## src/hdl/rpa_pkg.sv

```systemverilog
// shared types, constants and helpers for the point rotation pipeline
`default_nettype none

package rpa_pkg;

  localparam int COR_W     = 36;
  localparam int SQ_CELLS  = 32;
  localparam int DIV_CELLS = 31;

  localparam logic signed [COR_W-1:0] GAIN_Q30    = 36'sd652032874;
  localparam logic signed [33:0]      PI_Q28      = 34'sd843314857;
  localparam logic signed [33:0]      TWO_PI_Q28  = 34'sd1686629713;
  localparam logic signed [33:0]      HALF_PI_Q28 = 34'sd421657428;

  typedef struct packed {
    logic [63:0] n;
    logic [33:0] rem;
    logic [31:0] root;
  } sq_t;

  typedef struct packed {
    logic [2:0][30:0] rem;
    logic [2:0][30:0] nlo;
    logic [2:0][30:0] quo;
    logic [30:0]      dvs;
  } div_t;

  typedef struct packed {
    logic signed [COR_W-1:0] x;
    logic signed [COR_W-1:0] y;
    logic signed [COR_W-1:0] z;
    logic                    neg;
  } cor_t;

  typedef struct packed {
    logic [2:0][31:0] p;
    logic [2:0]       neg;
    logic [2:0][29:0] mag;
    logic             zero;
  } side_t;

  // arctangent of 2^-i in q6.30
  function automatic logic signed [COR_W-1:0] atan_q30(input int i);
    logic signed [COR_W-1:0] r;
    case (i)
      0: r = 36'sd843314857;
      1: r = 36'sd497837829;
      2: r = 36'sd263043837;
      3: r = 36'sd133525159;
      4: r = 36'sd67021687;
      5: r = 36'sd33543516;
      6: r = 36'sd16775851;
      7: r = 36'sd8388437;
      8: r = 36'sd4194283;
      9: r = 36'sd2097149;
      default: r = (i <= 30) ? (36'sd1 <<< (30 - i)) : '0;
    endcase
    return r;
  endfunction

  // round half up, drop 30 fraction bits
  function automatic logic signed [79:0] rnd30(input logic signed [79:0] x);
    return (x + 80'sd536870912) >>> 30;
  endfunction

endpackage

`default_nettype wire

```

## src/hdl/rpa_sqrt_cell.sv

```systemverilog
// one cell of the square root chain, one root bit per cell
`default_nettype none

module rpa_sqrt_cell
  import rpa_pkg::*;
(
  input  wire logic clk,
  input  wire logic en,
  input  wire sq_t  d,
  output sq_t       q
);

  sq_t         res;
  logic [35:0] rem2;
  logic [35:0] trial;

  always_comb begin
    rem2  = {d.rem, d.n[63:62]};
    trial = {2'b00, d.root, 2'b01};
    res.n = {d.n[61:0], 2'b00};
    if (rem2 >= trial) begin
      res.rem  = 34'(rem2 - trial);
      res.root = {d.root[30:0], 1'b1};
    end else begin
      res.rem  = rem2[33:0];
      res.root = {d.root[30:0], 1'b0};
    end
  end

  always_ff @(posedge clk) begin
    if (en) begin
      q <= res;
    end
  end

endmodule

`default_nettype wire

```

## config.mk

```make
export PLATFORM = sky130hd
export DESIGN_NAME = rpa_sqrt_cell
export DESIGN_NICKNAME = d
export VERILOG_FILES = /design/src/hdl/rpa_pkg.sv /design/src/hdl/rpa_sqrt_cell.sv
export SDC_FILE = /design/constraint.sdc
export NUM_CORES = 1
export LEC_CHECK = 0
export BUFFER_PORTS_ARGS = -buffer_cell sky130_fd_sc_hd__buf_2
export CAP_MARGIN = 25
export CORE_MARGIN = 2
export CORE_UTILIZATION = 25
export DETAILED_ROUTE_END_ITERATION = 10
export PLACE_DENSITY = 0.45
export SLEW_MARGIN = 20
export SYNTH_ARGS = -nofsm -noshare
export SYNTH_HDL_FRONTEND = slang
export SYNTH_SLANG_ARGS = --single-unit
```

## constraint.sdc

```tcl
create_clock -name clk -period 4.9 [get_ports clk]
set_input_delay 0.49 -clock clk [delete_from_list [all_inputs] [get_ports clk]]
set_output_delay 0.49 -clock clk [all_outputs]
set_load 0.05 [all_outputs]
```

==> flow_metrics.py <==
metrics = {
    "status": {
        "status": "finished, final reports clean",
    },
    "logic_synthesis": {
        "synthFlopType": "edfxtp_1",
        "synth_edf_count": 128,
        "yosys_warnings": 0,
        "netlist_instances": 507,
        "synth.top_cell.area_share_pct": 60.9,
        "yosysSeqAreaShare_pct": 60.9,
        "syn_area_per_cell_um2": 12.5,
        "synth_seq_cells": 128,
        "syn_area_um2": 6310,
        "async_flop_share_pct": 0,
        "synth_top_area_cell": "edfxtp_1",
        "synth_area_leaders": "edfxtp_1 61%, ha_1 6.7%, nand2_1 3.4%",
        "synth_cell_types": 62,
    },
    "die": {
        "die_y_um": 163,
        "rows": 58,
        "core_area_um2": 25000,
        "die_width_um": 163,
        "initial_core_util_pct": 25.3,
        "io_pins": 262,
        "dieArea_um2": 26500,
    },
    "timing": {
        "fin_crit_ns": 3.21,
        "fin_crit_sh_pct": 65.6,
        "slew_headroom_pct": 36.4,
        "finalSetupTns_ns": 0,
        "slew_violations": 0,
        "fmax_mhz": 311,
        "rsz0062_at_grt": "no",
        "hold_viol": 0,
        "fin_ws_ns": 1.69,
        "setup-violations-final": 0,
        "worst_slew_pin_slew_ns": 0.954,
    },
    "flow_run": {
        "drv_cap": 0,
    },
    "pwr": {
        "switching_share_pct": 35.0,
        "peakVddDrop_v": 0.000197,
        "seqPwrFrac_pct": 37.6,
        "p_per_area_nw_per_um2": 424,
        "power_frac_clock_pct": 37.2,
        "cellLeakagePower_uw": 0.00376,
        "p_int_uw": 2360,
        "pwr-share-comb_pct": 25.2,
        "switchingPower_uw": 1270,
    },
    "global_route": {
        "gr-total-overflow": 0,
        "grt_use_total_pct": 13.8,
        "first_global_vias": 4868,
        "antenna_found_initial": 1,
        "grt_pass1_wl_um": 27600,
        "grt_max_degree": 102,
    },
    "final_layout": {
        "area_growth_pct": 35.8,
        "design_area_um2": 8580,
        "nets": 938,
        "largest_register_ffs": 128,
        "reg_top3": "q (128)",
        "drive_above_1_share_pct": 40.3,
        "top_register": "q",
    },
    "placement": {
        "portBuffers": 259,
        "dp_slack_ns": 1.15,
        "place_congestion": 0.783,
        "hpwlAfterDp_um": 14300,
        "placed_area_um2": 7960,
    },
    "routing": {
        "drc": 0,
        "drt.antenna.violating_nets": 0,
        "routed_via_density": 4.32,
        "wirelength_um": 18400,
        "wl_per_cell_um": 16.5,
        "dr_total_vias": 4823,
        "drtIter0Drc": 291,
        "dr.pass1.iters": 4,
    },
    "setup_path": {
        "critical-path-max-stage-delay_ns": 0.54,
        "end_kind": "flip-flop",
        "startpoint": "d[0]",
        "cp_slowest_cell": "o21a_2",
        "crit_fanout": 33,
        "path_cells": "buf_2 > inv_1 > ha_1 > nor2b_1 > o31a_1 > o21ai_0 > o211ai_1 > a211oi_1 > o21a_2 > buf_4 > o21ai_0",
        "crit_type": "in -> reg",
        "crit_required_ns": 5.05,
        "critPathArrivalTime_ns": 3.37,
        "crit_top_cell": "o21ai_0",
        "crit_path_start_kind": "primary input",
    },
    "clock_tree": {
        "cts_setup_buffers": 0,
        "ctsHoldBuffers": 0,
        "cts_tree": "done",
        "cts.sinks": 128,
        "cts_buffers": 17,
        "path_clk_slew_ns": 0.07,
        "clock_tree.htree_level_count": 4,
        "cts-root-buf": "clkbuf_16",
        "clock_path_buffers": 2,
        "post_cts_resized": 0,
    },
    "worst_hold_path": {
        "hp-class": "in -> reg",
        "hp-start": "d[80]",
    },
}
-- power groups by stage --
| stage | Clock, µW | Combinational, µW | Sequential (µW) |
|---|---|---|---|
| 5_1_grt | 1440 | 986 | 1380 |
| 4_1_cts | 1400 | 929 | 1370 |
| 3_5_place_dp | 0 | 927 | 1390 |
| 3_3_place_gp | 0 | 926 | 1390 |
| 6_report | 1350 | 916 | 1370 |
| 2_1_floorplan | 0 | 271 | 1780 |
-- through the flow --
stage | hold slack [ns] | total power, µW | utilization [%] | cells
final | 0.235 | 3630 | 34.4 | 1116
after global routing | 0.215 | 3800 | 34.3 | 1115
after CTS | 0.211 | 3700 | 34.3 | 1115
after detailed placement | 0.668 | 2320 | 31.9 | 1083
after global placement | 0.667 | 2320 | 31.9 | 1083
after floorplan | 0.589 | 2050 | - | 508
-- area by class of cell --
type,instances,area [µm²]
clock buffer,17,425
clock inverter,15,193
fill,2602,16400
timing repair buffer,261,1320
antenna,1,2.50
sequential,128,3840
inverter,43,163
multi-input combinational,321,2220
tap,330,413
-- worst max-delay path, delay by kind of cell --
family | cells | cell delay [ns]
AND/OR/NAND/NOR | 1 | 0.17
AO/OA/AOI/OAI | 6 | 1.76
adder cells (fa/ha/maj) | 1 | 0.34
buffers and inverters | 3 | 0.56
-- cells by family (layout without fill, tap and decap cells) --
| kind of cell | Yosys count | count (layout) | synth area share, % |
|---|---|---|---|
| buffers and inverters | 59 | 336 | 4.08 |
| AND/OR/NAND/NOR | 120 | 120 | 8.88 |
| other | 1 | 3 | 0.0594 |
| multiplexers | 5 | 5 | 0.872 |
| flip-flops | 128 | 128 | 60.9 |
| AO/OA/AOI/OAI | 133 | 133 | 14.8 |
| XOR/XNOR | 27 | 27 | 3.74 |
| adder cells (fa/ha/maj) | 34 | 34 | 6.74 |
-- Yosys cell counts (all sizes together) (2+ instances only) --
cell and instances:
buf 9, nand2 58, o31ai 5, a31oi 5
nand4 7, a21boi 2, nor3 10, nand3 6
inv 42, a21oi 28, a211oi 2, a31o 2
clkbuf 7, ha 34, xor2 13, a21o 20
o21a 3, and3 5, and2 5, nand2b 5
o211ai 3, o41ai 3, o21ai 46, edfxtp 128
o31a 2, xnor2 14, nor2 18, mux2i 4
o221ai 2
-- metal layers --
metal	part of all wire [%]	GRT usage (%)
met5	0.071	0
met4	1.1	4.10
met3	8.3	4.53
met2	48	22.9
met1	43	16.9
-- worst paths after layout --
check,end,cells after the start,slack [ns]
worst max-delay path,q[60]$_DFFE_PP_,11,1.69
worst min-delay path,q[82]$_DFFE_PP_,1,0.23
-- cell usage in the layout (no fill, tap or decap), drive strengths merged, types with 6 or more instances in the layout --
cell type	Yosys	final
nor2	18	18
a21oi	28	28
a21o	20	20
buf	9	261
xnor2	14	14
o21ai	46	46
nand4	7	7
xor2	13	13
edfxtp	128	128
nand3	6	6
nand2	58	58
nor3	10	10
clkbuf	7	17
ha	34	34
inv	42	52
Power figures use the tool's default switching activity.
