--- src/hdl/rpa_pkg.sv ---
// shared types, constants and helpers for the point rotation pipeline
`default_nettype none

package rpa_pkg;

  localparam int COR_W     = 36;
  localparam int SQ_CELLS  = 32;
  localparam int DIV_CELLS = 31;

  localparam logic signed [COR_W-1:0] GAIN_Q30    = 36'sd652032874;
  localparam logic signed [33:0]      PI_Q28      = 34'sd843314857;
  localparam logic signed [33:0]      TWO_PI_Q28  = 34'sd1686629713;
  localparam logic signed [33:0]      HALF_PI_Q28 = 34'sd421657428;

  typedef struct packed {
    logic [63:0] n;
    logic [33:0] rem;
    logic [31:0] root;
  } sq_t;

  typedef struct packed {
    logic [2:0][30:0] rem;
    logic [2:0][30:0] nlo;
    logic [2:0][30:0] quo;
    logic [30:0]      dvs;
  } div_t;

  typedef struct packed {
    logic signed [COR_W-1:0] x;
    logic signed [COR_W-1:0] y;
    logic signed [COR_W-1:0] z;
    logic                    neg;
  } cor_t;

  typedef struct packed {
    logic [2:0][31:0] p;
    logic [2:0]       neg;
    logic [2:0][29:0] mag;
    logic             zero;
  } side_t;

  // arctangent of 2^-i in q6.30
  function automatic logic signed [COR_W-1:0] atan_q30(input int i);
    logic signed [COR_W-1:0] r;
    case (i)
      0: r = 36'sd843314857;
      1: r = 36'sd497837829;
      2: r = 36'sd263043837;
      3: r = 36'sd133525159;
      4: r = 36'sd67021687;
      5: r = 36'sd33543516;
      6: r = 36'sd16775851;
      7: r = 36'sd8388437;
      8: r = 36'sd4194283;
      9: r = 36'sd2097149;
      default: r = (i <= 30) ? (36'sd1 <<< (30 - i)) : '0;
    endcase
    return r;
  endfunction

  // round half up, drop 30 fraction bits
  function automatic logic signed [79:0] rnd30(input logic signed [79:0] x);
    return (x + 80'sd536870912) >>> 30;
  endfunction

endpackage

`default_nettype wire

--- src/hdl/rpa_cordic_cell.sv ---
// one rotation cell of the sine and cosine chain
`default_nettype none

module rpa_cordic_cell
  import rpa_pkg::*;
#(
  parameter int STAGE = 0
) (
  input  wire logic clk,
  input  wire logic en,
  input  wire cor_t d,
  output cor_t      q
);

  localparam logic signed [COR_W-1:0] ANGLE = atan_q30(STAGE);

  cor_t                    res;
  logic signed [COR_W-1:0] xs;
  logic signed [COR_W-1:0] ys;

  always_comb begin
    xs      = d.x >>> STAGE;
    ys      = d.y >>> STAGE;
    res.neg = d.neg;
    if (!d.z[COR_W-1]) begin
      res.x = d.x - ys;
      res.y = d.y + xs;
      res.z = d.z - ANGLE;
    end else begin
      res.x = d.x + ys;
      res.y = d.y - xs;
      res.z = d.z + ANGLE;
    end
  end

  always_ff @(posedge clk) begin
    if (en) begin
      q <= res;
    end
  end

endmodule

`default_nettype wire

--- config.mk ---
export PLATFORM = sky130hd
export DESIGN_NAME = rpa_cordic_cell
export DESIGN_NICKNAME = d
export VERILOG_FILES = /design/src/hdl/rpa_pkg.sv /design/src/hdl/rpa_cordic_cell.sv
export SDC_FILE = /design/constraint.sdc
export NUM_CORES = 1
export LEC_CHECK = 0
export BUFFER_PORTS_ARGS = -buffer_cell sky130_fd_sc_hd__buf_2
export CAP_MARGIN = 5
export CORE_ASPECT_RATIO = 1.2
export CORE_MARGIN = 1.5
export CORE_UTILIZATION = 50
export CTS_CLUSTER_SIZE = 12
export DETAILED_ROUTE_END_ITERATION = 12
export GPL_TIMING_DRIVEN = 0
export HOLD_SLACK_MARGIN = 0.03
export PLACE_DENSITY = 0.81
export SYNTH_ARGS = -nofsm -noshare
export SYNTH_HDL_FRONTEND = slang
export SYNTH_SLANG_ARGS = --single-unit
--- constraint.sdc ---
create_clock -name clk -period 8.96 [get_ports clk]
set_input_delay 0.448 -clock clk [delete_from_list [all_inputs] [get_ports clk]]
set_output_delay 0.448 -clock clk [all_outputs]
set_load 0.05 [all_outputs]
==> results.json, run 1 <==
{
  "hold_viol_final": 0,
  "tightestPinTransition_ns": 0.9754,
  "synth_top_family_by_area": "compound AO/OA/AOI/OAI gates",
  "critPathBufInv": 4,
  "synth_simple_gate_area_share_pct": 13.95,
  "cts_root_buf": "clkbuf_16",
  "dp_cells": 1817,
  "drt_wl_total_mm": 35.27,
  "finalSetupViolations": 0,
  "coreArea_mm2": 0.02230,
  "fin_crit_sh_pct": 52.25,
  "largest_register": "q",
  "layout-area-overhead-vs-synth_pct": 15.69,
  "synth_area_mm2": 0.01130,
  "rows": 60,
  "synth_edf_count": 108,
  "ys.flop_type": "edfxtp_1",
  "cts_repair_resize_count": 0,
  "wl_per_cell_um": 19.22,
  "pwr-share-comb_pct": 48.6,
  "syn_inst": 1318,
  "dp_hpwl_mm": 27.88,
  "fillers": 2056,
  "ant_nets": 0,
  "fin_nets": 1803,
  "p_clk_share_pct": 19.4,
  "h-tree-depth": 3,
  "endpoint_kind": "flip-flop",
  "die_h_um": 167.7,
  "crit_type": "in -> reg",
  "status": "completed",
  "largest_register_ffs": 108,
  "grt_pass1_wl_mm": 53.97,
  "switchingPower_uw": 957.3,
  "place_congestion": 0.9634,
  "clk_pin_slew_ns": 0.08,
  "final.setup.tns_ns": 0,
  "fmax_ghz": 0.2136,
  "ios": 220,
  "switching_share_pct": 44.48,
  "cts_hold_buf": 0,
  "synthAdderAreaFrac_pct": 16.09,
  "die_w_um": 140.3,
  "cts_setup_buffers": 0,
  "cp.arrival_ns": 4.79,
  "slowest_stage": "buf_2",
  "fin_cells": 1835,
  "grt_max_degree": 70,
  "cts-buffers-inserted": 9,
  "p_per_area_mw_per_mm2": 164.6,
  "slew_violations": 0,
  "yosysSeqAreaShare_pct": 28.69,
  "first_pass_iters": 6,
  "async_flop_share_pct": 0,
  "path_cells": "buf_2, inv_1, clkbuf_1, buf_2, ha_1, and2_1, a311oi_1, o211ai_1, o22ai_2, o31a_1, o21ai_0, a21oi_1, o21ai_0, xor2_1",
  "seq_area_mm2": 0.003243,
  "timing.critical_path.max_delay_family": "buffers and inverters",
  "final_cell_mix": "229 x buf_2, 165 x a21oi_1, 139 x ha_1",
  "clock-sinks": 108,
  "cts_tree": "yes",
  "slowest_delay_ns": 0.73,
  "antenna_found_initial": 2,
  "critPathMaxFanout": 29,
  "worstPathRequired_ns": 9.06,
  "synth_cell_type_count": 86,
  "hold_ws_ns": 0.2536,
  "syn_nets": 1572,
  "vias": 11020,
  "ys_ff_latch": 108,
  "relSlewSlack_pct": 34.97,
  "drt-initial-drc-count": 972,
  "vdd_drop_max_mv": 0.08914,
  "synth.avg_cell_area_um2": 8.577,
  "grt_use_total_pct": 29.02,
  "reg_top3": "q: 108 flops",
  "grt-ovfl-total": 0,
  "pwr-share-seq_pct": 32.0,
  "p_leak_uw": 0.005854,
  "cts_buffer_depth": 2,
  "multi_input_area_mm2": 0.007377,
  "first_global_vias": 10530,
  "drc": 0,
  "hold_class": "in -> reg",
  "drt-vias-per-instance": 6.007,
  "dieArea_mm2": 0.02352,
  "rsz0062_at_grt": "false",
  "synth_compound_area_share_pct": 26.41,
  "initial_core_util_pct": 50.70,
  "layout_commonest_cell": "buf_2",
  "synth_mux_area_share_pct": 1.063,
  "port-buffer-count": 219,
  "worstSetupStartpointType": "primary input",
  "ys_warn_count": 0,
  "finalCriticalPeriod_ns": 4.682,
  "internal_power_uw": 1195,
  "cap_violations": 0,
  "synthXorXnorAreaFrac_pct": 7.748,
  "final_layout_size_suffix_gt1_share_pct": 18.29
}
[per-stage QoR]
stage          setup WS [ns]  instance area [um2]  utilization [%]  total power (uW)
2_1_floorplan          5.153                11300                -              1462
3_3_place_gp           3.291                12750            57.18              1720
3_5_place_dp           3.979                12780            57.32              1729
4_1_cts                4.355                13070            58.63              2147
5_1_grt                4.105                13080            58.65              2245
6_report               4.278                13080            58.66              2152
[cells in the mapped netlist, types with 5 or more instances]
master,count,area (um2)
clkbuf_1,24,90.09
o221ai_1,7,61.31
nor2_1,105,394.1
buf_1,12,45.04
o211ai_1,15,112.6
nand4_1,18,112.6
nor4_1,7,43.79
edfxtp_1,108,3243
o21a_1,15,112.6
xor2_1,21,183.9
or2_2,10,62.56
a31oi_1,11,68.82
o31ai_1,16,120.1
nand2b_1,9,56.30
ha_1,139,1739
nor3_1,21,105.1
mux2i_1,12,120.1
a21o_1,42,315.3
and3_1,8,50.05
o21bai_1,32,240.2
or3_1,5,31.28
nand2_1,66,247.7
inv_1,121,454.2
xnor2_1,79,691.9
nor2b_1,23,143.9
o21ai_0,75,375.4
nand3_1,29,145.1
buf_4,5,37.54
a21oi_1,165,825.8
o21ai_1,7,35.03
buf_2,10,50.05
a211oi_1,8,60.06
[power by group through the flow]
stage | clock [uW] | combinational [uW] | sequential (uW)
CTS | 422 | 1030 | 690
global route | 437 | 1110 | 697
finish | 417 | 1050 | 690
floorplan | 0 | 459 | 1000
global placement | 0 | 1020 | 701
detailed placement | 0 | 1030 | 700
[final cells by class]
class                      count  area share (%)
clock inverter                 5          0.4688
tap                          279           2.669
inverter                     123           3.530
clock buffer                  10           1.751
antenna                        3         0.05740
sequential                   108           24.80
timing repair buffer         220           8.610
buffer                        51           1.712
multi-input combinational   1036           56.40
[cells by family (layout without fill, tap and decap cells)]
group,count (synthesis),count (layout)
compound gates,459,459
xor+xnor,100,100
fa+ha+maj,143,143
mux,12,12
flops,108,108
buf+inv,174,409
simple gates,322,322
other cells,0,3
[per-layer routing]
metal / up-vias / global-route usage, % / part of all wire (%) / wire, um
met5: - / 0 / 0 / 0
met4: 0 / 13.73 / 4.3 / 1527
li1: 5241 / - / - / -
met1: 5166 / 34.90 / 40 / 14120
met2: 511 / 51.14 / 49 / 17220
met3: 105 / 3.832 / 6.8 / 2412
[worst paths after layout]
kind | start | endpoint | cells past startpoint
max | d[36] | q[33] | 14
min | d[0] | q[0] | 1
Note: power is estimated with default switching activity, not from simulation.
==> inputs of run 2 (changes only) <==
Settings changed: ABC_AREA set to 1, PLACE_DENSITY 0.81 to 0.83.
Clock period 8.96 ns to 3.8 ns, I/O delays scaled along.
==> run 2 against run 1 <==
  * Die area increased by 16%
  * Utilization decreased by 0.16 points
  * Routed wire length increased by 41%
  * Non-clock buffer count decreased by 5
  * Sequential cell count unchanged
  * Synthesized cell count increased by 53%
  * Global-route usage increased by 7.2 points
  * Worst setup slack got worse by 4.2 ns
  * Clock power increased by 140%
  * Via count increased by 32%
  * Critical path depth decreased by 2
  * Largest cell class unchanged
  * Highest routed layer unchanged
==> results.json, run 2 <==
{
  "status": "completed",
  "dieArea_mm2": 0.02736,
  "wl_per_cell_um": 19.21,
  "synth_top_area_share_pct": 24.59,
  "path_cells": "buf_2, inv_1, clkbuf_1, clkbuf_4, ha_1, a21oi_1, o21ai_1, nor2_1, o21ai_0, nand3_1, nand3_1, nand2_1",
  "drt-initial-drc-count": 1281,
  "place_congestion": 1.027,
  "dp_hpwl_mm": 40.99,
  "reg_top3": "q: 108 flops",
  "synth_most_common_cell": "nand2_1",
  "finalCriticalPeriod_ns": 3.742,
  "grt-ovfl-total": 0,
  "async_flop_share_pct": 0,
  "total_power_uw": 5296,
  "rows": 64,
  "final_cell_mix": "576 x nand2_1, 266 x inv_1, 227 x buf_2",
  "synth_area_mm2": 0.01319,
  "drt-vias-per-instance": 5.632,
  "synth_common_cells": "576 x nand2_1, 266 x inv_1, 188 x nor2_1",
  "ys_ff_latch": 108,
  "cts_root_buf": "clkbuf_16",
  "netlist.top_cell.by_area": "edfxtp_1",
  "fillers": 2568,
  "layout_commonest_cell": "nand2_1",
  "first_global_vias": 14410,
  "hold_ws_ns": 0.1337,
  "cp.arrival_ns": 3.88,
  "cts-buffers-inserted": 9,
  "timing.critical_path.max_delay_family": "buffers and inverters",
  "synth_edf_count": 108,
  "critPathBufInv": 4,
  "synth_cell_type_count": 48,
  "initial_core_util_pct": 51.30,
  "antenna_found_initial": 3,
  "clock-sinks": 108,
  "largest_register": "q",
  "hold_viol_final": 0,
  "ios": 220,
  "layout-area-overhead-vs-synth_pct": 14.02,
  "tightestPinTransition_ns": 1.053,
  "cpMostUsedCell": "nand3_1",
  "syn_nets": 2268,
  "finalSetupViolations": 0,
  "cts_setup_buffers": 0,
  "fmax_ghz": 0.2673,
  "slew_violations": 0,
  "die_h_um": 180.9,
  "die_w_um": 151.3,
  "grt_pass1_wl_mm": 74.75,
  "crit_type": "in -> reg",
  "clk_pin_slew_ns": 0.08,
  "switching_share_pct": 48.70,
  "pwr-share-comb_pct": 50.9,
  "critPathMaxFanout": 29,
  "final_layout_size_suffix_gt1_share_pct": 15.59,
  "hold_class": "in -> reg",
  "worstSetupStartpointType": "primary input",
  "grt_max_degree": 71,
  "cts_tree": "yes",
  "slowest_stage": "o21ai_0",
  "h-tree-depth": 3,
  "cts_buffer_depth": 2,
  "yosysSeqAreaShare_pct": 24.59,
  "fin_nets": 2500,
  "vias": 14550,
  "vdd_drop_max_mv": 0.2259,
  "grt_use_total_pct": 36.18,
  "endpoint_kind": "flip-flop",
  "drc": 0,
  "first_pass_iters": 6,
  "synth.avg_cell_area_um2": 6.548,
  "ys.flop_type": "edfxtp_1",
  "port-buffer-count": 219,
  "coreArea_mm2": 0.02570,
  "syn_inst": 2014,
  "ys_warn_count": 0,
  "p_clk_share_pct": 19.2,
  "worstPathRequired_ns": 3.94,
  "pwr-share-seq_pct": 29.9,
  "ant_nets": 0,
  "internal_power_uw": 2717,
  "largest_register_ffs": 108,
  "slowest_delay_ns": 0.84,
  "drt_wl_total_mm": 49.61,
  "p_leak_uw": 0.007727,
  "p_per_area_mw_per_mm2": 352.2,
  "synthTopCellsByArea": "edfxtp_1 25%, nand2_1 16%, ha_1 13%, inv_1 7.6%, nand3_1 6.4%",
  "rsz0062_at_grt": "false",
  "cap_violations": 0,
  "switchingPower_uw": 2580,
  "fin_crit_sh_pct": 98.47,
  "relSlewSlack_pct": 29.08
}
run 2: cell families (layout without fill, tap and decap cells):
| logic type | after synthesis | in the layout | share of synthesized area [%] |
|---|---|---|---|
| and+or+nand+nor | 1025 | 1025 | 32.76 |
| DFF | 108 | 108 | 24.59 |
| AOI/OAI and AO/OA | 356 | 356 | 15.07 |
| buffers and inverters | 331 | 568 | 10.40 |
| adders and majority gates | 143 | 143 | 13.80 |
| xor gates and xnor gates | 51 | 51 | 3.387 |
| other | 0 | 2 | 0 |
run 2: per-stage QoR:
step / worst slack [ns] / TNS (ns) / area, um2 / std cells / util [%]
3_5_place_dp: -0.3709 / -1.564 / 14730 / 2564 / 57.29
4_1_cts: 0.02666 / 0 / 15030 / 2581 / 58.47
5_1_grt: 0.02705 / 0 / 15030 / 2582 / 58.49
3_3_place_gp: -0.1921 / -0.5991 / 14700 / 2563 / 57.17
2_1_floorplan: 1.380 / 0 / 13190 / 2014 / -
6_report: 0.05832 / 0 / 15040 / 2583 / 58.50
run 2: power by group through the flow:
stage	clock [uW]	combinational [uW]	sequential (uW)
after floorplan	0	1250	2230
after global placement	0	2600	1610
after detailed placement	0	2630	1610
after CTS	1020	2650	1590
after global routing	1060	2890	1610
final	1020	2700	1590
run 2: layout make-up:
type	count	area, um2	area share [%]
diodes	2	5.005	0.03328
plain buffers	45	300.3	1.997
clock buffers	9	225.2	1.498
clock inverters	7	67.56	0.4493
inverters	286	1074	7.139
multi-input cells	1575	8573	57.01
flip-flops and latches	108	3243	21.57
well taps	330	412.9	2.746
repair buffers	221	1136	7.555
run 2: worst paths after layout:
kind / from / depth (start not counted) / slack (ns) / endpoint
worst min-delay path: d[1] / 2 / 0.13 / q[1]
worst max-delay path: d[36] / 12 / 0.06 / q[30]
run 2: routing by layer:
| metal | track usage, % | vias to the layer above | share of wire, % |
|---|---|---|---|
| li1 | - | 7030 | - |
| met1 | 42.70 | 6671 | 39 |
| met2 | 62.13 | 694 | 48 |
| met3 | 5.177 | 153 | 7.7 |
| met4 | 19.96 | 0 | 5.3 |
| met5 | 0 | - | 0 |
run 2: timing repair:
item | 4_1_cts | 5_1_grt
resized for setup | 0 | 1
endpoints found under the hold margin | 1 | 0
setup endpoints to repair | 0 | 2
hold buffers | 1 | 0
==> inputs of run 3 (changes only) <==
Settings changed: CTS_BUF_LIST set to sky130_fd_sc_hd__clkbuf_4, PLACE_DENSITY 0.83 to 0.85.
==> run 3 against run 2 <==
  * Utilization is 0.21 points lower
  * Combinational power hardly changed
  * Critical path type unchanged
  * Global-route usage is 0.78 points lower
==> results.json, run 3 (synthesized netlist as in run 2, its figures left out) <==
{
  "grt_max_degree": 71,
  "clk_pin_slew_ns": 0.23,
  "fin_crit_sh_pct": 90.32,
  "layout-area-overhead-vs-synth_pct": 13.61,
  "worstPathRequired_ns": 4.16,
  "slowest_stage": "buf_2",
  "layout_commonest_cell": "nand2_1",
  "cpMostUsedCell": "nand3_1",
  "cts-buffers-inserted": 9,
  "slowest_delay_ns": 0.80,
  "dp_cells": 2564,
  "die_w_um": 151.3,
  "grt_use_total_pct": 35.40,
  "worstSetupStartpointType": "primary input",
  "final.setup.tns_ns": 0,
  "final_cell_mix": "576 x nand2_1, 266 x inv_1, 228 x buf_2",
  "cts_setup_buffers": 0,
  "fmax_ghz": 0.2914,
  "p_leak_uw": 0.007706,
  "wl_per_cell_um": 18.76,
  "place_congestion": 1.030,
  "fin_nets": 2503,
  "cp_num_cells": 12,
  "cp.arrival_ns": 3.79,
  "largest_register_ffs": 108,
  "coreArea_mm2": 0.02570,
  "finalSetupViolations": 0,
  "path_cells": "buf_2, inv_1, clkbuf_1, buf_2, fa_1, nand3_1, nand2_1, a21oi_1, o21ai_0, nand3_1, nand3_1, nand2_1",
  "status": "completed",
  "timing.critical_path.max_delay_family": "buffers and inverters",
  "die_h_um": 180.9,
  "hold_class": "in -> reg",
  "fin_cells": 2586,
  "final_layout_size_suffix_gt1_share_pct": 15.62,
  "finalCriticalPeriod_ns": 3.432,
  "drt-initial-drc-count": 1326,
  "p_per_area_mw_per_mm2": 341.0,
  "largest_register": "q",
  "drc": 0,
  "cp-endpoint": "q[25]",
  "rows": 64,
  "drt_wl_total_mm": 48.50,
  "endpoint_kind": "flip-flop",
  "cts_buffer_depth": 2,
  "cts_root_buf": "clkbuf_4",
  "cts_hold_buf": 4,
  "crit_type": "in -> reg",
  "initial_core_util_pct": 51.30,
  "first_pass_iters": 6,
  "hold_viol_final": 0,
  "vdd_drop_max_mv": 0.1985,
  "grt-ovfl-total": 0,
  "cap_violations": 0,
  "final_core_util_pct": 58.28,
  "first_global_vias": 14460,
  "rsz0062_at_grt": "false",
  "drt-vias-per-instance": 5.650,
  "clock-sinks": 108,
  "hold_ws_ns": 0.04297,
  "critPathBufInv": 4,
  "slew_violations": 0,
  "reg_top3": "q: 108 flops",
  "startpoint": "d[36]",
  "grt_pass1_wl_mm": 73.86,
  "antenna_found_initial": 2,
  "h-tree-depth": 3,
  "total_power_uw": 5109,
  "vias": 14610,
  "relSlewSlack_pct": 36.37,
  "port-buffer-count": 219,
  "ios": 220,
  "dp_hpwl_mm": 40.12,
  "cts_repair_resize_count": 0,
  "tightestPinTransition_ns": 0.9545,
  "fillers": 2502,
  "cts_tree": "yes",
  "ant_nets": 0,
  "dieArea_mm2": 0.02736,
  "critPathMaxFanout": 29
}
==> run 3: worst min-delay path by stage <==
| stage | to | cells past startpoint | slack (ns) | start |
|---|---|---|---|---|
| 5_1_grt | q[73] | 4 | 0.06 | d[37] |
| 3_5_place_dp | q[0] | 1 | 0.37 | d[0] |
| 2_1_floorplan | q[0] | 0 | 0.29 | d[0] |
| 4_1_cts | q[73] | 4 | 0.04 | d[37] |
| 3_3_place_gp | q[0] | 1 | 0.37 | d[0] |
| 6_report | q[73] | 4 | 0.04 | d[37] |
==> run 3: power by group <==
| group | switching, uW | total, uW | internal (uW) | leakage [uW] |
|---|---|---|---|---|
| sequential | 42.3 | 1580 | 1540 | 0.00106 |
| clock | 501 | 850 | 349 | 0.000108 |
| combinational | 1970 | 2680 | 711 | 0.00654 |
==> run 3: area by class of cell <==
type,count,area (um2),share of cell area (%)
Antenna cell,2,5.005,0.03341
Timing Repair Buffer,224,1166,7.784
Sequential cell,108,3243,21.65
Clock inverter,7,142.6,0.9521
Clock buffer,9,67.56,0.4510
Tap cell,330,412.9,2.756
Buffer,45,297.8,1.988
Inverter,286,1074,7.166
Multi-Input combinational cell,1575,8573,57.22
==> run 3: through the flow <==
stage,worst slack [ns],cell area (um2)
6_report,0.3680,14980
5_1_grt,0.2494,14980
4_1_cts,0.4999,14980
3_5_place_dp,-0.1171,14730
3_3_place_gp,-0.1249,14700
2_1_floorplan,1.380,13190
==> run 3: per-layer routing <==
metal  up-vias  GRT usage [%]  share of wire [%]
met2       728          61.05                 48
met4         0          21.59                6.1
met1      6683          41.72                 39
met5         -              0                  0
met3       156          3.460                7.5
li1       7044              -                  -
