--- src/hdl/rpa_pkg.sv ---
// shared types, constants and helpers for the point rotation pipeline
`default_nettype none

package rpa_pkg;

  localparam int COR_W     = 36;
  localparam int SQ_CELLS  = 32;
  localparam int DIV_CELLS = 31;

  localparam logic signed [COR_W-1:0] GAIN_Q30    = 36'sd652032874;
  localparam logic signed [33:0]      PI_Q28      = 34'sd843314857;
  localparam logic signed [33:0]      TWO_PI_Q28  = 34'sd1686629713;
  localparam logic signed [33:0]      HALF_PI_Q28 = 34'sd421657428;

  typedef struct packed {
    logic [63:0] n;
    logic [33:0] rem;
    logic [31:0] root;
  } sq_t;

  typedef struct packed {
    logic [2:0][30:0] rem;
    logic [2:0][30:0] nlo;
    logic [2:0][30:0] quo;
    logic [30:0]      dvs;
  } div_t;

  typedef struct packed {
    logic signed [COR_W-1:0] x;
    logic signed [COR_W-1:0] y;
    logic signed [COR_W-1:0] z;
    logic                    neg;
  } cor_t;

  typedef struct packed {
    logic [2:0][31:0] p;
    logic [2:0]       neg;
    logic [2:0][29:0] mag;
    logic             zero;
  } side_t;

  // arctangent of 2^-i in q6.30
  function automatic logic signed [COR_W-1:0] atan_q30(input int i);
    logic signed [COR_W-1:0] r;
    case (i)
      0: r = 36'sd843314857;
      1: r = 36'sd497837829;
      2: r = 36'sd263043837;
      3: r = 36'sd133525159;
      4: r = 36'sd67021687;
      5: r = 36'sd33543516;
      6: r = 36'sd16775851;
      7: r = 36'sd8388437;
      8: r = 36'sd4194283;
      9: r = 36'sd2097149;
      default: r = (i <= 30) ? (36'sd1 <<< (30 - i)) : '0;
    endcase
    return r;
  endfunction

  // round half up, drop 30 fraction bits
  function automatic logic signed [79:0] rnd30(input logic signed [79:0] x);
    return (x + 80'sd536870912) >>> 30;
  endfunction

endpackage

`default_nettype wire

--- src/hdl/rpa_div_cell.sv ---
// one cell of the three-lane divider chain, one quotient bit per lane
`default_nettype none

module rpa_div_cell
  import rpa_pkg::*;
(
  input  wire logic clk,
  input  wire logic en,
  input  wire div_t d,
  output div_t      q
);

  div_t        res;
  logic [31:0] rem2;

  always_comb begin
    res.dvs = d.dvs;
    rem2    = '0;
    for (int i = 0; i < 3; i++) begin
      rem2       = {d.rem[i], d.nlo[i][30]};
      res.nlo[i] = {d.nlo[i][29:0], 1'b0};
      if (rem2 >= {1'b0, d.dvs}) begin
        res.rem[i] = 31'(rem2 - {1'b0, d.dvs});
        res.quo[i] = {d.quo[i][29:0], 1'b1};
      end else begin
        res.rem[i] = rem2[30:0];
        res.quo[i] = {d.quo[i][29:0], 1'b0};
      end
    end
  end

  always_ff @(posedge clk) begin
    if (en) begin
      q <= res;
    end
  end

endmodule

`default_nettype wire

--- config.mk ---
export PLATFORM = sky130hd
export DESIGN_NAME = rpa_div_cell
export DESIGN_NICKNAME = d
export VERILOG_FILES = /design/src/hdl/rpa_pkg.sv /design/src/hdl/rpa_div_cell.sv
export SDC_FILE = /design/constraint.sdc
export NUM_CORES = 1
export LEC_CHECK = 0
export BUFFER_PORTS_ARGS = -buffer_cell sky130_fd_sc_hd__buf_2
export CORE_AREA = 2 2 240 242
export DETAILED_ROUTE_END_ITERATION = 10
export DIE_AREA = 0 0 242 244
export GPL_ROUTABILITY_DRIVEN = 0
export GPL_TIMING_DRIVEN = 1
export PLACE_DENSITY = 0.61
export RECOVER_POWER = 25
export SLEW_MARGIN = 0
export SYNTH_ARGS = -nofsm -noshare
export SYNTH_HDL_FRONTEND = slang
export SYNTH_SLANG_ARGS = --single-unit
--- constraint.sdc ---
create_clock -name clk -period 4.7 [get_ports clk]
set_input_delay 0.94 -clock clk [delete_from_list [all_inputs] [get_ports clk]]
set_output_delay 0.94 -clock clk [all_outputs]
set_load 0.005 [all_outputs]
==> run summary, run 1 <==
==================================================================================
Post-route cell area                                                    20,700 µm²
TNS Setup                                                                     0 ps
Number of global-route vias before repair                                   12,600
Total standard cell area after synthesis                                15,400 µm²
Synth async-reset ratio                                                          0
Proportion of netlist area held by the largest area contributor              0.599
Worst voltage drop across the vdd grid                                      232 µV
Nets                                                                         2,249
Max clock buf depth                                                              3
Antenna Violating Nets Remaining                                                 0
Area grow syn2layout                                                         34.3%
Die W                                                                       242 µm
Register bank with the most flops                                                q
First drt pass iteration count                                                   4
EDFF count, synth                                                              307
I/O Buffers                                                                    615
Number of max-cap violations                                                     1
Total routed wirelength                                                    61.5 mm
Post-detailed-placement half-perimeter wirelength                          50.0 mm
IO Pins                                                                        622
Total power density per cell area                                       385 nW/µm²
Slew Viols, Final                                                               75
Area after detailed placement                                           19,500 µm²
Die outline area                                                        59,000 µm²
Category of the worst setup path capture point                            register
Number of antenna violations at the first check in global routing               25
Highest net fanout along the worst path                                          5
Maximum number of pins on one net before global-route repair                    82
Outcome                                                               finished, violations left
Core area                                                               56,200 µm²
Post-synthesis sequential element count                                        307
Number of core rows                                                             87
Area leader, netlist                                                  sky130_fd_sc_hd__edfxtp_1
All-layer global routing usage                                               0.200
Fin crit share                                                               0.826
Routed via count divided by cell count                                        4.83
Root buffer cell                                                      sky130_fd_sc_hd__clkbuf_16
Number of failing hold endpoints at the final stage                              0
Cells taking the most area after synthesis                            sky130_fd_sc_hd__edfxtp_1, sky130_fd_sc_hd__ha_1, sky130_fd_sc_hd__mux2_2
Syn_area_per_cell                                                         12.9 µm²
CTS H-tree lvls                                                                  2
Post-synth top flop                                                   sky130_fd_sc_hd__edfxtp_1
Average detailed-routed wire length per instance                           23.4 µm
Initial detailed-routing violation count                                       730
Number of synthesis warnings                                                     0
Required time at the worst-slack endpoint                                  4970 ps
Hold slack                                                                  558 ps
Final period demand of the worst path                                      3880 ps
Measured slew at the worst slew-check pin                                  2050 ps
Total power                                                                7.96 mW
Via total after detailed routing                                            12,700
Synth cell types                                                                67
Highest clock frequency the design can meet                                257 MHz
Flip-flop count of the largest register, all copies and words added            307
Max_slew headroom                                                           -0.367
Worst EP arrival                                                           4160 ps
Cell count after synthesis                                                   1,198
Initial Utilization                                                          0.274
Post-route DRC                                                                   0
Type of the worst min-delay path                                         in -> reg
Post-CTS Repair Setup Buffers                                                    0
Number of buffers added to fix hold violations after cts                         0
Biggest registers after layout                                        q: 307 flops
Number of cells upsized or downsized after cts                                   0
CTS clk-pin slew, worst paths                                                60 ps
Num CTS Buffers                                                                 38
Seq/Total Area, Yosys                                                        0.599
Type of the setup path with the least slack                              in -> reg
Height of the die                                                           244 µm
Clock tree from TritonCTS                                                     done
Number of endpoints failing setup at the final stage                             0
First-pass GRT wire length                                                 86.3 mm
Clk sink count                                                                 307
Nature of the critical path startpoint                                  input port
Violations in the final reports                                       max-capacitance violations, max-slew violations
Fraction of final layout cells with drive strength greater than 1            0.390
Setup repair after global routing missed its margin                             no
Static leakage                                                             8.82 nW
GRT overflow                                                                     0
==================================================================================
cells by family after synthesis:
group | synth area share
mux | 0.0484
buf+inv | 0.0232
compound gates | 0.129
flops | 0.599
xor+xnor | 0.0432
fa+ha+maj | 0.0795
simple gates | 0.0773
other cells | 0.000244
where the power goes:
part           internal [mW]  leakage (nW)  total (mW)  switching, mW
registers               3.37          3.00        3.44         0.0769
logic                  0.714          5.22        1.62          0.905
clock network           1.69         0.600        2.90           1.21
total                   5.77          8.82        7.96           2.19
per-layer routing:
metal  wire [µm]  global-route usage  vias up
li1            -                   -     5865
met1       22800               0.219     6196
met2       32500               0.376      496
met3        4340              0.0532      111
met4        1770              0.0570       14
met5          92                   0        -
per-stage QoR:
step / setup slack [ps] / instances / util
6_report: 816 / 2627 / 0.368
5_1_grt: 512 / 2624 / 0.368
4_1_cts: 867 / 2623 / 0.369
3_5_place_dp: 277 / 2557 / 0.348
3_3_place_gp: 305 / 2557 / 0.348
2_1_floorplan: 1070 / 1200 / -
critical path, stage by stage:
cell and delay, ps:
sky130_fd_sc_hd__buf_2 190, sky130_fd_sc_hd__inv_1 140, sky130_fd_sc_hd__ha_1 320, sky130_fd_sc_hd__nor2b_1 150
sky130_fd_sc_hd__o31ai_1 430, sky130_fd_sc_hd__a21oi_1 220, sky130_fd_sc_hd__nor4_1 550, sky130_fd_sc_hd__o31ai_1 250
sky130_fd_sc_hd__a221oi_1 320, sky130_fd_sc_hd__buf_4 190, sky130_fd_sc_hd__o31ai_1 80, sky130_fd_sc_hd__xnor2_1 240
sky130_fd_sc_hd__o21ai_0 130
final timing paths:
| kind | start | endpoint | slack (ps) | cells past startpoint |
|---|---|---|---|---|
| max | d[1] | q[302] | 820 | 13 |
| min | d[36] | q[37] | 560 | 1 |
cells in the mapped netlist (all sizes together) (15+ instances only):
| cell type | count |
|---|---|
| a21oi | 92 |
| mux2 | 59 |
| clkbuf | 21 |
| o21ai | 82 |
| ha | 93 |
| edfxtp | 307 |
| inv | 55 |
| nand2 | 89 |
| nand3 | 26 |
| a21o | 41 |
| xor2 | 27 |
| xnor2 | 49 |
| nor2 | 50 |
| nor3 | 15 |
area by class of cell:
cell class	count	area (µm²)
fill	5563	35500
sequential	307	9220
multi-input combinational	804	5850
timing repair buffer	635	3240
clock buffer	43	991
tap	756	946
clock inverter	23	218
inverter	55	206
antenna	4	10.0
placed cells by master, fill, tap and decap left out, types with 39 or more instances in the layout:
master / count
sky130_fd_sc_hd__a21o_1: 41
sky130_fd_sc_hd__a21oi_1: 91
sky130_fd_sc_hd__buf_2: 576
sky130_fd_sc_hd__clkbuf_1: 42
sky130_fd_sc_hd__clkbuf_16: 39
sky130_fd_sc_hd__edfxtp_1: 307
sky130_fd_sc_hd__ha_1: 93
sky130_fd_sc_hd__inv_1: 55
sky130_fd_sc_hd__mux2_2: 59
sky130_fd_sc_hd__nand2_1: 89
sky130_fd_sc_hd__nor2_1: 50
sky130_fd_sc_hd__o21ai_0: 80
sky130_fd_sc_hd__xnor2_1: 49
Power figures use the tool's default switching activity.
==> run 2: changes to the inputs <==
==> constraint.sdc (replaced) <==
create_clock -name clk -period 3.7 [get_ports clk]
set_input_delay 0.74 -clock clk [delete_from_list [all_inputs] [get_ports clk]]
set_output_delay 0.74 -clock clk [all_outputs]
set_load 0.005 [all_outputs]
==> run summary, run 2 (synthesis results as in run 1) <==
==================================================================================
Via total after detailed routing                                            13,100   was 12,700
First-pass GRT wire length                                                 88.0 mm   was 86.3 mm
Violations in the final reports                                       max-capacitance violations, max-slew violations   unchanged
Fin crit share                                                               0.920
Total power density per cell area                                       484 nW/µm²   was 385 nW/µm²
Number of antenna violations at the first check in global routing               20   was 25
Measured slew at the worst slew-check pin                                  2520 ps   was 2050 ps
Core area                                                               56,200 µm²   unchanged
Die outline area                                                        59,000 µm²   unchanged
Post-route DRC                                                                   0   unchanged
Worst voltage drop across the vdd grid                                      316 µV   was 232 µV
Post-CTS Repair Setup Buffers                                                    0   unchanged
Nets                                                                         2,381   was 2,249
Buffer and inverter count on the worst path                                      4   was 3
Required time at the worst-slack endpoint                                  4000 ps   was 4970 ps
Height of the die                                                           244 µm   unchanged
Number of buffers added to fix hold violations after cts                         0   unchanged
Outcome                                                               finished, violations left   unchanged
Commonest non-fill, non-tap cell in the layout                        sky130_fd_sc_hd__buf_2   unchanged
Number of failing hold endpoints at the final stage                              0   unchanged
All-layer global routing usage                                               0.204   was 0.200
Clk sink count                                                                 307   unchanged
Number of core rows                                                             87   unchanged
Setup repair after global routing missed its margin                             no   unchanged
Initial Utilization                                                          0.274   unchanged
Root buffer cell                                                      sky130_fd_sc_hd__clkbuf_16   unchanged
Max_slew headroom                                                           -0.680   was -0.367
Biggest registers after layout                                        q: 307 flops   unchanged
Clock tree from TritonCTS                                                     done   unchanged
Nature of the critical path startpoint                                  input port   unchanged
Top delay family on crit path                                         compound AO/OA/AOI/OAI gates   unchanged
Post-detailed-placement half-perimeter wirelength                          52.1 mm   was 50.0 mm
Delay of the slowest cell on the worst path                                 410 ps   was 550 ps
Routed via count divided by cell count                                        4.75   was 4.83
Number of endpoints failing setup at the final stage                             0   unchanged
Worst EP arrival                                                           3700 ps   was 4160 ps
Total power                                                                10.5 mW   was 7.96 mW
Num CTS Buffers                                                                 38   unchanged
Cell-by-cell listing of the critical path                             buf_2 -> buf_4 -> ha_1 -> fa_1 -> nor2b_1 -> o21bai_1 -> a31o_2 -> a21oi_1 -> buf_4 -> a41oi_1 -> a2111oi_1 -> buf_4 -> nor2b_1 -> xnor2_1 -> mux2_2   was buf_2 -> inv_1 -> ha_1 -> nor2b_1 -> o31ai_1 -> a21oi_1 -> nor4_1 -> o31ai_1 -> a221oi_1 -> buf_4 -> o31ai_1 -> xnor2_1 -> o21ai_0
Highest net fanout along the worst path                                          3   was 5
First drt pass iteration count                                                   5   was 4
Fraction of final layout cells with drive strength greater than 1            0.427   was 0.390
Slew Viols, Final                                                               88   was 75
Number of cells upsized or downsized after cts                                   0   unchanged
IO Pins                                                                        622   unchanged
Max clock buf depth                                                              3   unchanged
Maximum number of pins on one net before global-route repair                    90   was 82
Category of the worst setup path capture point                            register   unchanged
Average detailed-routed wire length per instance                           22.8 µm   was 23.4 µm
Crit-path slowest cell                                                sky130_fd_sc_hd__fa_1   was sky130_fd_sc_hd__nor4_1
I/O Buffers                                                                    615   unchanged
GRT overflow                                                                     0   unchanged
Final period demand of the worst path                                      3400 ps
Number of global-route vias before repair                                   13,100   was 12,600
Total routed wirelength                                                    63.2 mm   was 61.5 mm
Register bank with the most flops                                                q   unchanged
Initial detailed-routing violation count                                       644   was 730
Hold slack                                                                  352 ps   was 558 ps
Cell type with the highest occurrence count on the critical path      sky130_fd_sc_hd__buf_4   was sky130_fd_sc_hd__o31ai_1
TNS Setup                                                                     0 ps   unchanged
First element of the critical path                                            d[0]   was d[1]
Die W                                                                       242 µm   unchanged
Area grow syn2layout                                                         41.3%   was 34.3%
Type of the setup path with the least slack                              in -> reg   unchanged
CTS H-tree lvls                                                                  2   unchanged
Most frequent cells in the layout                                     sky130_fd_sc_hd__buf_2, sky130_fd_sc_hd__edfxtp_1, sky130_fd_sc_hd__buf_4   was sky130_fd_sc_hd__buf_2, sky130_fd_sc_hd__edfxtp_1, sky130_fd_sc_hd__ha_1
Antenna Violating Nets Remaining                                                 0   unchanged
Highest clock frequency the design can meet                                294 MHz
Static leakage                                                             9.45 nW   was 8.82 nW
Hold Startpoint                                                             d[171]   was d[36]
Flip-flop count of the largest register, all copies and words added            307   unchanged
Type of the worst min-delay path                                         in -> reg   unchanged
CTS clk-pin slew, worst paths                                                60 ps   about the same
Number of max-cap violations                                                     1   unchanged
==================================================================================
-- run 2: changes by cell type in the layout (fill, tap and decap cells not counted) --
| cell | change |
|---|---|
| sky130_fd_sc_hd__buf_2 | -7 |
| sky130_fd_sc_hd__clkinvlp_4 | +6 |
| sky130_fd_sc_hd__clkbuf_1 | +8 |
| sky130_fd_sc_hd__buf_4 | +131 |
| sky130_fd_sc_hd__diode_2 | +2 |
| sky130_fd_sc_hd__clkinv_1 | +1 |
| sky130_fd_sc_hd__a2111oi_0 | -1 |
| sky130_fd_sc_hd__a2111oi_1 | +1 |
| sky130_fd_sc_hd__bufinv_16 | +2 |
| sky130_fd_sc_hd__inv_6 | +1 |
| sky130_fd_sc_hd__clkinv_2 | -6 |
-- run 2: path summary, 6_finish.rpt --
check	depth (start not counted)	endpoint	slack, ps
worst max-delay path	15	q[243]	300
worst min-delay path	1	q[172]	350
-- run 2: metrics by stage --
step | setup slack (ps) | cell area (µm²) | std cells | utilization
detailed placement | -294 | 20500 | 2689 | 0.365
floorplan | 266 | 15400 | 1200 | -
global route | 42.8 | 21700 | 2762 | 0.387
CTS | 268 | 21800 | 2759 | 0.388
finish | 298 | 21800 | 2765 | 0.387
global placement | -384 | 20500 | 2689 | 0.365
-- run 2: final cells by class --
type / count / area [µm²]
Clock buffer: 43 / 991
Timing Repair Buffer: 767 / 4220
Sequential cell: 307 / 9220
Multi-Input combinational cell: 804 / 5850
Antenna cell: 6 / 15.0
Tap cell: 756 / 946
Inverter: 55 / 206
Fill cell: 5487 / 34400
Clock inverter: 27 / 305
-- run 2: routing by layer --
metal / share of wire / vias to the layer above / routed length, µm / global-route usage
met1: 0.38 / 6398 / 24100 / 0.229
met4: 0.023 / 6 / 1480 / 0.0523
met2: 0.53 / 502 / 33700 / 0.389
met3: 0.060 / 104 / 3820 / 0.0430
li1: - / 6128 / - / -
met5: 0.00055 / - / 35 / 0
-- run 2: where the power goes --
group / switching [mW] / leakage, nW / internal (mW) / total, mW
clock network: 1.58 / 0.612 / 2.31 / 3.89
logic: 1.20 / 5.83 / 1.05 / 2.25
registers: 0.103 / 3.00 / 4.28 / 4.38
==> run 3: changes to the inputs <==
--- a/config.mk
+++ b/config.mk
@@ -12,7 +12,7 @@
 export GPL_ROUTABILITY_DRIVEN = 0
 export GPL_TIMING_DRIVEN = 1
 export PLACE_DENSITY = 0.61
-export RECOVER_POWER = 25
+export RECOVER_POWER = 100
 export SLEW_MARGIN = 0
 export SYNTH_ARGS = -nofsm -noshare
 export SYNTH_HDL_FRONTEND = slang
==> run summary, run 3 (synthesis results as in run 1) <==
==================================================================================
Max_slew headroom                                                           -0.633   was -0.680
Max clock buf depth                                                              3   unchanged
Fraction of final layout cells with drive strength greater than 1            0.313   was 0.427
Die outline area                                                        59,000 µm²   unchanged
Post-route DRC                                                                   0   unchanged
Total routed wirelength                                                    63.1 mm   was 63.2 mm
WL met1                                                                    24.1 mm   about the same
Die W                                                                       242 µm   unchanged
Via total after detailed routing                                            13,200   was 13,100
Number of core rows                                                             87   unchanged
All-layer global routing usage                                               0.204   unchanged
Post-detailed-placement half-perimeter wirelength                          52.1 mm   unchanged
Root buffer cell                                                      sky130_fd_sc_hd__clkbuf_16   unchanged
Number of antenna violations at the first check in global routing               20   unchanged
Num CTS Buffers                                                                 38   unchanged
Flip-flop count of the largest register, all copies and words added            307   unchanged
Met3 wire length                                                           3.67 mm   was 3.82 mm
Clock tree from TritonCTS                                                     done   unchanged
Worst EP arrival                                                           3840 ps   was 3700 ps
First drt pass iteration count                                                   5   unchanged
Height of the die                                                           244 µm   unchanged
Antenna Violating Nets Remaining                                                 0   unchanged
Total power density per cell area                                       488 nW/µm²   was 484 nW/µm²
Commonest non-fill, non-tap cell in the layout                        sky130_fd_sc_hd__buf_2   unchanged
Outcome                                                               finished, violations left   unchanged
Initial detailed-routing violation count                                       647   was 644
Setup repair after global routing missed its margin                             no   unchanged
Number of endpoints failing setup at the final stage                             0   unchanged
Met2 wire length                                                           33.9 mm   was 33.7 mm
Register bank with the most flops                                                q   unchanged
GRT overflow                                                                     0   unchanged
Nature of the critical path startpoint                                  input port   unchanged
Hold slack                                                                  354 ps   was 352 ps
Worst voltage drop across the vdd grid                                      316 µV   about the same
Category of the worst setup path capture point                            register   unchanged
Number of failing hold endpoints at the final stage                              0   unchanged
Highest net fanout along the worst path                                          9   was 3
Clk sink count                                                                 307   unchanged
First-pass GRT wire length                                                 88.0 mm   unchanged
Top layer in use                                                              met5   unchanged
Number of global-route vias before repair                                   13,100   unchanged
Biggest registers after layout                                        q: 307 flops   unchanged
Number of max-cap violations                                                     1   unchanged
Average detailed-routed wire length per instance                           22.8 µm   about the same
Highest clock frequency the design can meet                                282 MHz   was 294 MHz
Required time at the worst-slack endpoint                                  4000 ps   about the same
Final cell count without fillers                                             2,763   was 2,765
Slew Viols, Final                                                               90   was 88
Violations in the final reports                                       max-capacitance violations, max-slew violations   unchanged
Core area                                                               56,200 µm²   unchanged
Most frequent cells in the layout                                     sky130_fd_sc_hd__buf_2, sky130_fd_sc_hd__edfxtp_1, sky130_fd_sc_hd__clkbuf_1   was sky130_fd_sc_hd__buf_2, sky130_fd_sc_hd__edfxtp_1, sky130_fd_sc_hd__buf_4
CTS H-tree lvls                                                                  2   unchanged
Maximum number of pins on one net before global-route repair                    90   unchanged
Static leakage                                                             8.80 nW   was 9.45 nW
Type of the worst min-delay path                                         in -> reg   unchanged
Number of placed instances, taps included                                    2,689   unchanged
IO Pins                                                                        622   unchanged
Type of the setup path with the least slack                              in -> reg   unchanged
Measured slew at the worst slew-check pin                                  2450 ps   was 2520 ps
Routed via count divided by cell count                                        4.76   was 4.75
Number of buffers added to fix hold violations after cts                         0   unchanged
Area grow syn2layout                                                         38.9%   was 41.3%
I/O Buffers                                                                    615   unchanged
Initial Utilization                                                          0.274   unchanged
CTS clk-pin slew, worst paths                                                60 ps   about the same
Fin crit share                                                               0.957   was 0.920
TNS Setup                                                                     0 ps   unchanged
Final period demand of the worst path                                      3540 ps   was 3400 ps
Nets                                                                         2,381   unchanged
Post-CTS Repair Setup Buffers                                                    0   unchanged
==================================================================================
## run 3: cell types whose count changed in the layout (fill, tap and decap cells not counted), sizes merged
cell    delta
clkbuf   +237
buf      -237
diode      -2
## run 3: area by class of cell
cell class	count	area [µm²]
clock inverter	27	305
antenna	4	10.0
multi-input combinational	804	5840
fill	5575	34800
sequential	307	9220
timing repair buffer	767	3870
tap	756	946
inverter	55	206
clock buffer	43	991
## run 3: power by group
part / internal, mW / switching (mW)
Sequential: 4.28 / 0.109
Combinational: 0.970 / 1.20
Clock: 2.31 / 1.58
## run 3: critical path: stages
cell and delay [ps]:
sky130_fd_sc_hd__buf_2 130, sky130_fd_sc_hd__clkbuf_4 140, sky130_fd_sc_hd__ha_1 220, sky130_fd_sc_hd__fa_1 390, sky130_fd_sc_hd__nor2b_1 160, sky130_fd_sc_hd__o31a_1 160, sky130_fd_sc_hd__o31a_1 200, sky130_fd_sc_hd__a31oi_2 210
sky130_fd_sc_hd__a31oi_1 210, sky130_fd_sc_hd__o21ai_0 90, sky130_fd_sc_hd__clkbuf_1 170, sky130_fd_sc_hd__a21oi_4 180, sky130_fd_sc_hd__clkbuf_1 430, sky130_fd_sc_hd__mux2_2 400
## run 3: metrics by stage
step | worst slack, ps | total power, mW | util | area [µm²]
finish | 159 | 10.4 | 0.381 | 21400
global route | 32.5 | 10.9 | 0.381 | 21400
CTS | 268 | 10.7 | 0.388 | 21800
detailed placement | -294 | 6.71 | 0.365 | 20500
global placement | -384 | 6.68 | 0.365 | 20500
floorplan | 266 | 5.48 | - | 15400
## run 3: timing repair
| item | in CTS | in global routing |
|---|---|---|
| resized for setup | 0 | 1 |
| hold endpoints to repair | 0 | 0 |
| endpoints found under the setup margin | 0 | 1 |
## run 3: routing by layer
metal	global-route usage	vias to the layer above
met5	0	-
met4	0.0523	6
met3	0.0430	102
met2	0.389	487
met1	0.229	6431
li1	-	6128
## run 3: path summary, 6_finish.rpt
path / start / endpoint / slack (ps) / cells after the start
hold / removal: d[86] / q[87] / 350 / 1
setup / recovery: d[0] / q[277] / 160 / 14
